==> src/rtl/greedy_box_suppression_top_assert.svh <==
// Assertion macros used by the box suppression top level.
`ifndef GREEDY_BOX_SUPPRESSION_TOP_ASSERT_SVH
`define GREEDY_BOX_SUPPRESSION_TOP_ASSERT_SVH

`ifndef SYNTHESIS

// The consequent holds in the same cycle as the antecedent.
`define GBS_ASSERT_SAME(label, clk, rst, ante, cons) \
   label: assert property (@(posedge clk) disable iff (rst) (ante) |-> (cons)) \
      else $error("box suppression assertion failed");

// The consequent holds in the cycle after the antecedent.
`define GBS_ASSERT_NEXT(label, clk, rst, ante, cons) \
   label: assert property (@(posedge clk) disable iff (rst) (ante) |=> (cons)) \
      else $error("box suppression assertion failed");

`else

`define GBS_ASSERT_SAME(label, clk, rst, ante, cons)
`define GBS_ASSERT_NEXT(label, clk, rst, ante, cons)

`endif

`endif

==> src/rtl/gbs_pkg.sv <==
// Types, widths and constants of the box suppression block.
package gbs_pkg;

   localparam int COORD_WIDTH = 16;
   localparam int CLASS_WIDTH = 4;
   localparam int THR_WIDTH   = 16;
   localparam logic [THR_WIDTH-1:0] THR_RESET = 16'd29491;

   // Corner coordinates at twice the scale, signed.
   localparam int CORNER_WIDTH = COORD_WIDTH + 3;
   // Overlap span at twice the scale never exceeds twice the smaller size.
   localparam int SPAN_WIDTH   = COORD_WIDTH + 1;
   localparam int AREA_WIDTH   = 2 * SPAN_WIDTH;
   localparam int SUM_WIDTH    = AREA_WIDTH + 1;
   localparam int PROD_WIDTH   = SUM_WIDTH + THR_WIDTH;
   localparam int CENTER_WORD  = 2 * COORD_WIDTH;
   localparam int SIZE_WORD    = 2 * COORD_WIDTH + CLASS_WIDTH;

   typedef struct packed {
      logic [CLASS_WIDTH-1:0] class_id;
      logic [COORD_WIDTH-1:0] center_x;
      logic [COORD_WIDTH-1:0] center_y;
      logic [COORD_WIDTH-1:0] box_width;
      logic [COORD_WIDTH-1:0] box_height;
   } box_type;

   typedef struct packed {
      logic busy;
      logic hit_valid;
      logic hit;
   } iou_status_type;

   typedef struct packed {
      logic                   kept;
      logic [CLASS_WIDTH-1:0] out_class;
      logic [COORD_WIDTH-1:0] out_center_x;
      logic [COORD_WIDTH-1:0] out_center_y;
      logic                   store_overflow;
   } result_type;

endpackage

==> src/rtl/gbs_iou.sv <==
// Pipelined overlap test of one stored box against the candidate box.
module gbs_iou (
   input  logic                           clock,
   input  logic                           reset,
   input  logic                           entry_valid,
   input  gbs_pkg::box_type               entry,
   input  gbs_pkg::box_type               cand,
   input  logic [gbs_pkg::THR_WIDTH-1:0]  threshold,
   output gbs_pkg::iou_status_type        status
);
   import gbs_pkg::*;

   function automatic logic signed [CORNER_WIDTH-1:0] corner(
      input logic [COORD_WIDTH-1:0] c, input logic [COORD_WIDTH-1:0] s, input logic upper);
      logic signed [CORNER_WIDTH-1:0] twice;
      logic signed [CORNER_WIDTH-1:0] size;
      twice = $signed({2'b00, c, 1'b0});
      size  = $signed({3'b000, s});
      return upper ? (twice + size) : (twice - size);
   endfunction

   function automatic logic [SPAN_WIDTH-1:0] span(
      input logic [COORD_WIDTH-1:0] ac, input logic [COORD_WIDTH-1:0] as,
      input logic [COORD_WIDTH-1:0] bc, input logic [COORD_WIDTH-1:0] bs);
      logic signed [CORNER_WIDTH-1:0] a1, a2, b1, b2, lo, hi;
      logic signed [CORNER_WIDTH:0]   d;
      a1 = corner(ac, as, 1'b0);
      a2 = corner(ac, as, 1'b1);
      b1 = corner(bc, bs, 1'b0);
      b2 = corner(bc, bs, 1'b1);
      lo = (a1 > b1) ? a1 : b1;
      hi = (a2 < b2) ? a2 : b2;
      d  = {hi[CORNER_WIDTH-1], hi} - {lo[CORNER_WIDTH-1], lo};
      return (d <= 0) ? '0 : d[SPAN_WIDTH-1:0];
   endfunction

   logic [2*COORD_WIDTH-1:0] cand_area_ff, cand_area_in;

   logic                     va_ff, va_in;
   logic                     match_a_ff, match_a_in;
   logic [SPAN_WIDTH-1:0]    iw_a_ff, iw_a_in, ih_a_ff, ih_a_in;
   logic [2*COORD_WIDTH-1:0] area_a_ff, area_a_in;

   logic                     vb_ff, match_b_ff;
   logic [AREA_WIDTH-1:0]    inter_b_ff, inter_b_in;
   logic [SUM_WIDTH-1:0]     sum_b_ff, sum_b_in;

   logic                     vc_ff, match_c_ff;
   logic [AREA_WIDTH-1:0]    inter_c_ff;
   logic [SUM_WIDTH-1:0]     union_c_ff, union_c_in;

   logic                     vd_ff, match_d_ff;
   logic [AREA_WIDTH-1:0]    inter_d_ff;
   logic [PROD_WIDTH-1:0]    prod_d_ff, prod_d_in;

   always_comb begin
      cand_area_in = (2*COORD_WIDTH)'(cand.box_width) * (2*COORD_WIDTH)'(cand.box_height);
      va_in        = entry_valid;
      match_a_in   = (entry.class_id == cand.class_id);
      iw_a_in      = span(entry.center_x, entry.box_width, cand.center_x, cand.box_width);
      ih_a_in      = span(entry.center_y, entry.box_height, cand.center_y, cand.box_height);
      area_a_in    = (2*COORD_WIDTH)'(entry.box_width) * (2*COORD_WIDTH)'(entry.box_height);
      inter_b_in   = AREA_WIDTH'(iw_a_ff) * AREA_WIDTH'(ih_a_ff);
      sum_b_in     = {1'b0, area_a_ff, 2'b00} + {1'b0, cand_area_ff, 2'b00};
      union_c_in   = sum_b_ff - {1'b0, inter_b_ff};
      prod_d_in    = PROD_WIDTH'(threshold) * PROD_WIDTH'(union_c_ff);
   end

   always_ff @(posedge clock) begin
      if (reset) begin
         va_ff <= 1'b0;
         vb_ff <= 1'b0;
         vc_ff <= 1'b0;
         vd_ff <= 1'b0;
      end else begin
         va_ff <= va_in;
         vb_ff <= va_ff;
         vc_ff <= vb_ff;
         vd_ff <= vc_ff;
      end
   end

   always_ff @(posedge clock) begin
      cand_area_ff <= cand_area_in;
      match_a_ff   <= match_a_in;
      iw_a_ff      <= iw_a_in;
      ih_a_ff      <= ih_a_in;
      area_a_ff    <= area_a_in;
      match_b_ff   <= match_a_ff;
      inter_b_ff   <= inter_b_in;
      sum_b_ff     <= sum_b_in;
      match_c_ff   <= match_b_ff;
      inter_c_ff   <= inter_b_ff;
      union_c_ff   <= union_c_in;
      match_d_ff   <= match_c_ff;
      inter_d_ff   <= inter_c_ff;
      prod_d_ff    <= prod_d_in;
   end

   assign status.busy      = va_ff | vb_ff | vc_ff | vd_ff;
   assign status.hit_valid = vd_ff;
   assign status.hit       = vd_ff & match_d_ff &
                             ({1'b0, inter_d_ff, {THR_WIDTH{1'b0}}} > prod_d_ff);

endmodule

==> config.mk <==
export PLATFORM = sky130hd
export DESIGN_NAME = gbs_iou
export DESIGN_NICKNAME = d
export VERILOG_FILES = /design/src/rtl/greedy_box_suppression_top_assert.svh /design/src/rtl/gbs_pkg.sv /design/src/rtl/gbs_iou.sv
export SDC_FILE = /design/constraint.sdc
export NUM_CORES = 2
export LEC_CHECK = 0
export BUFFER_PORTS_ARGS = -buffer_cell sky130_fd_sc_hd__buf_2
export CORE_MARGIN = 1.5
export CORE_UTILIZATION = 35
export DETAILED_ROUTE_END_ITERATION = 7
export SLEW_MARGIN = 20
export SYNTH_ARGS = -nofsm -noshare
export SYNTH_HDL_FRONTEND = slang
export SYNTH_SLANG_ARGS = --single-unit
==> constraint.sdc <==
create_clock -name clock -period 20.9 [get_ports clock]
set_input_delay 1.045 -clock clock [delete_from_list [all_inputs] [get_ports clock]]
set_output_delay 1.045 -clock clock [all_outputs]
set_load 0.01 [all_outputs]
## Word level (Yosys, flattened, before mapping)

Index checks and enable logic that the tools add are counted.

| operators by class | value |
|---|---|
| add/sub/neg operators | 12 |
| $mul | 4 |
| magnitude comparators | 7 |
| equal/unequal tests | 1 |
| muxes and demuxes | 4 |
| bitwise operators | 5 |

Operator list:

| cell | number |
|---|---|
| $add A17 B16 Y18 | 4 |
| $sub A17 B16 Y18 | 4 |
| $mul A16 B16 Y32 | 2 |
| $gt A50 B51 Y1 | 1 |
| $mul A16 B35 Y51 | 1 |
| $le A20 B1 Y1 const B | 2 |
| $sub A19 B19 Y20 | 2 |
| $mux W19 | 2 |
| $gt A18 B18 Y1 | 2 |
| $lt A18 B18 Y1 | 2 |
| $mux W18 | 2 |
| $add A34 B34 Y35 | 1 |
| $sub A35 B34 Y35 | 1 |
| $mul A17 B17 Y34 | 1 |
| $eq A4 B4 Y1 | 1 |
| $or A1 B1 Y1 | 3 |
| $and A1 B1 Y1 | 2 |

| word-level totals | value |
|---|---|
| register bits after elaboration | 329 |
| bits of input ports | 155 |

## Longest topological paths before layout

| logic depth | value |
|---|---|
| depth after elaboration | 5 |
| gate-level depth with buffers | 39 |
| gate-level depth less buffers | 36 |

## Worst setup path before layout

OpenSTA, ideal clock, no wires.

| path | value |
|---|---|
| path type | input-to-reg |
| start point | in cand[18] (netlist bit) |
| end point | reg iw_a_ff[10] |
| library setup time | 0.132 ns |
| arrival | 8.285 ns |
| slack | 12.482 ns |
| cell stages on the path | 38 |
| buffers on the path | 4 |
| cells stage by stage | clkbuf_1 -> clkinv_1 -> ha_1 -> o21a_1 -> o31a_1 -> o21ai_0 -> nand2b_1 -> a21o_1 -> a21o_1 -> a21o_1 -> a21oi_1 -> xnor2_1 -> ha_1 -> nand2_1 -> or3_1 -> o221a_2 -> maj3_2 -> o2111ai_2 -> (+2 left out) -> buf_1 -> nand2_1 -> o21ai_0 -> ha_1 -> inv_1 -> fa_1 -> a211oi_1 -> o21ai_0 -> a31oi_1 -> o21ai_0 -> xnor2_1 -> and4b_1 -> nand4b_1 -> nor4_1 -> a21oi_1 -> o21ai_0 -> clkbuf_1 -> a21oi_1 |

| on the way | value |
|---|---|
| cells in the longest elaborated chain, start to end | 5 |
| elaborated cells on any way between the ends | 8 |
| those cells by class | add/sub: 3; order compare: 3; mux: 2 |

Ends and longest elaborated chain:

| element | line | text |
|---|---|---|
| start, declared | gbs_iou.sv:7 | `input gbs_pkg::box_type cand,` |
| $add A17 B16 Y18 or $sub A17 B16 Y18 (tied branches) | n/a |  |
| $lt A18 B18 Y1 or $gt A18 B18 Y1 (tied branches) | gbs_iou.sv:32, gbs_iou.sv:31 |  |
| $mux W18 or $mux W19 (tied branches) | gbs_iou.sv:32, gbs_iou.sv:31 |  |
| $sub A19 B19 Y20 (*) | gbs_iou.sv:33 | `d = {hi[CORNER_WIDTH-1], hi} - {lo[CORNER_WIDTH-1], lo};` |
| $le A20 B1 Y1 | gbs_iou.sv:34 | `return (d <= 0) ? '0 : d[SPAN_WIDTH-1:0];` |
| end signal, assigned | gbs_iou.sv:86 | `iw_a_ff <= iw_a_in;` |
| end, declared | gbs_iou.sv:41 | `logic [SPAN_WIDTH-1:0] iw_a_ff, iw_a_in, ih_a_ff, ih_a_in;` |

Every way passes the cells marked *; elsewhere a longest branch is shown, timed or not.
A chain may end at the register's enable or synchronous reset.

## Worst setup path in the final report

| path | value |
|---|---|
| start point | in cand[18] (netlist bit) |
| end point | reg iw_a_ff[1] |

Same word-level chain as after synthesis.

==> summary.md <==
The cell type with the largest total area after synthesis is sky130_fd_sc_hd__fa_1. The critical path's largest stage delay was 0.47 ns; the net count after synthesis was 9,238. Counting the fill cells in the layout gives 18,100. By startpoint and endpoint, the worst setup path is classified as primary input to flop. The total overflow left after global routing is 0. Among all flip-flop cells after synthesis, the most frequent one is sky130_fd_sc_hd__dfxtp_1.

The die span in x is 426 µm, and the post-layout net count is 9,203. Dividing the final minimum period by the clock period gives 41.5%. STA classifies the critical path startpoint as a primary input.

The tools report the data arrival time of the critical path as 9.05 ns. The logs give 0 for the final setup violation count and 0.0657 mm² for the total cell area at the placement stage. For the pin with the worst max-slew slack, the measured transition is 1.11 ns.

After synthesis, flip-flops and latches occupy 10.4% of the total area. The run gives 184,000 µm as the total wire length after detailed routing. For the aggregate global-route resource usage, the log shows 20.5%. Synthesis handed over a netlist of 7,236 instances.

In this run the remaining antenna-violating nets after routing total 0. The flip-flop and latch count after synthesis came out at 326. The core footprint is 0.178 mm², and the share of Yosys cell area claimed by the top area cell type is 34.6%. Buffers inserted to repair hold after CTS numbered 0. The tools report the post-cts gate resize count as 0.

In this run the cell area of the synthesized design comes to 0.0627 mm². In the final timing run, aggregate negative setup slack is 0 ns. The number of enable flip-flop cells after synthesis was 0. The number of clock buffers added by TritonCTS is 39.

Type of the most critical hold path: flop to flop. Among the stages of the critical path, the cell type that occurs most often is sky130_fd_sc_hd__o21ai_0. Averaged over all synthesized cells, the footprint is 8.67 µm². Broken down by cell family, the worst path's largest delay share belongs to compound AO/OA/AOI/OAI gates. By count the netlist is led by sky130_fd_sc_hd__inv_1, sky130_fd_sc_hd__fa_1, sky130_fd_sc_hd__nand2_1. For the buffer levels on the longest clock path, the log shows 3. The floorplan step defined a die boundary enclosing 0.182 mm². The number of antenna violations at the first check in global routing is 22. The flow ran to the end, and the final reports show no timing, DRC or antenna violations. The deepest level of the CTS H-tree came out at 2.

By area the synthesized netlist is led by sky130_fd_sc_hd__fa_1, sky130_fd_sc_hd__ha_1, sky130_fd_sc_hd__dfxtp_1, sky130_fd_sc_hd__inv_1, sky130_fd_sc_hd__nand2_1. The placer congestion estimate came out at 0.996. The global-route wire length before repair came out at 291,000 µm.

The HPWL after detailed placement is 153,000 µm. The run gives 0 as the number of DRC violations after detailed routing. The run gives 0 as the final hold violation count. In the post-synthesis netlist, the cell with the most instances is sky130_fd_sc_hd__inv_1. The die is 426 µm tall. The slowest stage of the critical path belongs to the cell sky130_fd_sc_hd__ha_1. Entering global routing, the biggest net connects 36 pins. For the worst-skew pair, the clock arrives at the later sink with an insertion delay of 0.57 ns. In this run the tightest slew margin relative to its limit is 25.2%. Data on the critical path is required at its endpoint by 21.29 ns. The logs give 326 for the number of clock sinks and 48,400 for the vias after detailed routing.

For the number of global-route vias before repair, the log shows 51,700. Cells with a size suffix above 1 make up 3.98% of the layout. The number of detailed-routing iterations run before antenna repair is 5. Dividing the detail-routed wire length by the instance count gives 19.2 µm. Setup repair after global routing left no endpoint under its margin. The port buffer count works out to 157. After the first detailed-routing iteration, the DRC count stood at 2,757. Hold timing on the final database bottoms out at a slack of 0.301 ns.

The clock edge transition at the registers on the reported setup and hold paths was 0.06 ns; the number of top-level design ports was 158. The worst clock skew on the final layout was 0.0422 ns; the total number of yosys warnings was 0. Relative to the synthesized area, the layout overhead comes to 6.76%. For this configuration, the core starts out at a cell density of 35.2%. Dividing the detail-routed via count by the number of cells gives 5.05.

Across the run, the number of max-cap violations was 0. The number of rows created at floorplan is 155, and the worst-path maximum fanout is 28. The logs give 83 for the number of different library cells in the post-synthesis netlist and 0 for the count of final max-slew check failures. The tree is rooted in a sky130_fd_sc_hd__clkbuf_16. For the final instance area, the log shows 0.0670 mm².

TritonCTS built the clock tree. The maximum achievable frequency was 115 MHz; the fraction of registers with async set/reset was 0%. The tools report the endpoint class of the critical path as a flop. The clock period could shrink to 8.66 ns. Post-CTS timing repair inserted 0 buffers for setup. The number of buffers and inverters on the critical path is 4.
==> cells by family (layout without fill, tap and decap cells) <==
kind of cell	after synthesis	after routing	share of synthesized area, %
compound gates	935	935	9.55
simple gates	2077	2077	14.8
other cells	0	7	0
mux	52	52	0.840
buf+inv	1677	1670	10.1
xor+xnor	321	321	4.48
fa+ha+maj	1848	1848	49.8
flops	326	326	10.4
==> worst reg2reg max path, delay by kind of cell (launching register included) <==
kind	cells	cell delay, ns
adder cells (fa/ha/maj)	7	3.44
AO/OA/AOI/OAI	7	2.30
flip-flops	1	0.88
AND/OR/NAND/NOR	4	0.84
buffers and inverters	5	0.26
XOR/XNOR	1	0.14
==> registers in the layout, summed over array words and instances, names as in the netlist <==
| register | count |
|---|---|
| match_b_ff | 1 |
| sum_b_ff | 33 |
| match_c_ff | 1 |
| vb_ff | 1 |
| inter_c_ff | 33 |
| inter_b_ff | 34 |
| prod_d_ff | 51 |
| va_ff | 1 |
| union_c_ff | 35 |
| match_a_ff | 1 |
| cand_area_ff | 32 |
| ih_a_ff | 17 |
| iw_a_ff | 17 |
| area_a_ff | 32 |
| vd_ff | 1 |
| inter_d_ff | 34 |
| match_d_ff | 1 |
| vc_ff | 1 |
==> stage by stage <==
step / std cells / util (%) / setup slack [ns]
final: 9591 / 37.6 / 12.24
after global routing: 9588 / 37.6 / 11.44
after CTS: 9584 / 37.6 / 12.12
after detailed placement: 9515 / 36.8 / 11.53
after global placement: 9515 / 36.8 / 11.61
after floorplan: 7236 / - / 12.48
==> placed cells by master (no fill, tap or decap), types with 48 or more instances in the layout <==
| cell | instances |
|---|---|
| sky130_fd_sc_hd__a21o_1 | 154 |
| sky130_fd_sc_hd__a21oi_1 | 305 |
| sky130_fd_sc_hd__and2_1 | 287 |
| sky130_fd_sc_hd__buf_2 | 157 |
| sky130_fd_sc_hd__dfxtp_1 | 326 |
| sky130_fd_sc_hd__fa_1 | 1083 |
| sky130_fd_sc_hd__ha_1 | 764 |
| sky130_fd_sc_hd__inv_1 | 1406 |
| sky130_fd_sc_hd__nand2_1 | 1028 |
| sky130_fd_sc_hd__nand3_1 | 50 |
| sky130_fd_sc_hd__nor2_1 | 424 |
| sky130_fd_sc_hd__nor2b_1 | 49 |
| sky130_fd_sc_hd__nor3_1 | 59 |
| sky130_fd_sc_hd__o21a_1 | 56 |
| sky130_fd_sc_hd__o21ai_0 | 158 |
| sky130_fd_sc_hd__o21bai_1 | 48 |
| sky130_fd_sc_hd__xnor2_1 | 241 |
| sky130_fd_sc_hd__xor2_1 | 80 |
==> worst paths after layout <==
path | startpoint | endpoint | slack, ns | cells after the start
min | inter_c_ff[7] | inter_d_ff[7] | 0.30 | 0
min reg2reg | inter_c_ff[7] | inter_d_ff[7] | 0.30 | 0
max reg2reg | union_c_ff[10] | prod_d_ff[48] | 12.89 | 24
max | cand[18] | iw_a_ff[1] | 12.24 | 36
==> routing by layer <==
metal,vias to the layer above,wire (µm),GRT usage (%)
met5,-,80,0
li1,22300,-,-
met1,24400,79100,26.5
met2,1366,88000,35.3
met3,283,9810,2.40
met4,12,6970,7.07
==> area by class of cell <==
| type | instances | area [µm²] | area share, % |
|---|---|---|---|
| diodes | 7 | 17.5 | 0.0262 |
| well taps | 2355 | 2950 | 4.40 |
| multi-input cells | 5233 | 49900 | 74.5 |
| clock buffers | 52 | 1140 | 1.70 |
| clock inverters | 17 | 134 | 0.200 |
| inverters | 1418 | 5320 | 7.95 |
| repair buffers | 183 | 981 | 1.47 |
| flip-flops and latches | 326 | 6530 | 9.75 |
Power is left out: the tool's default activity adds up to more than one toggle a clock period on the data nets, which glitch-free logic cannot reach.
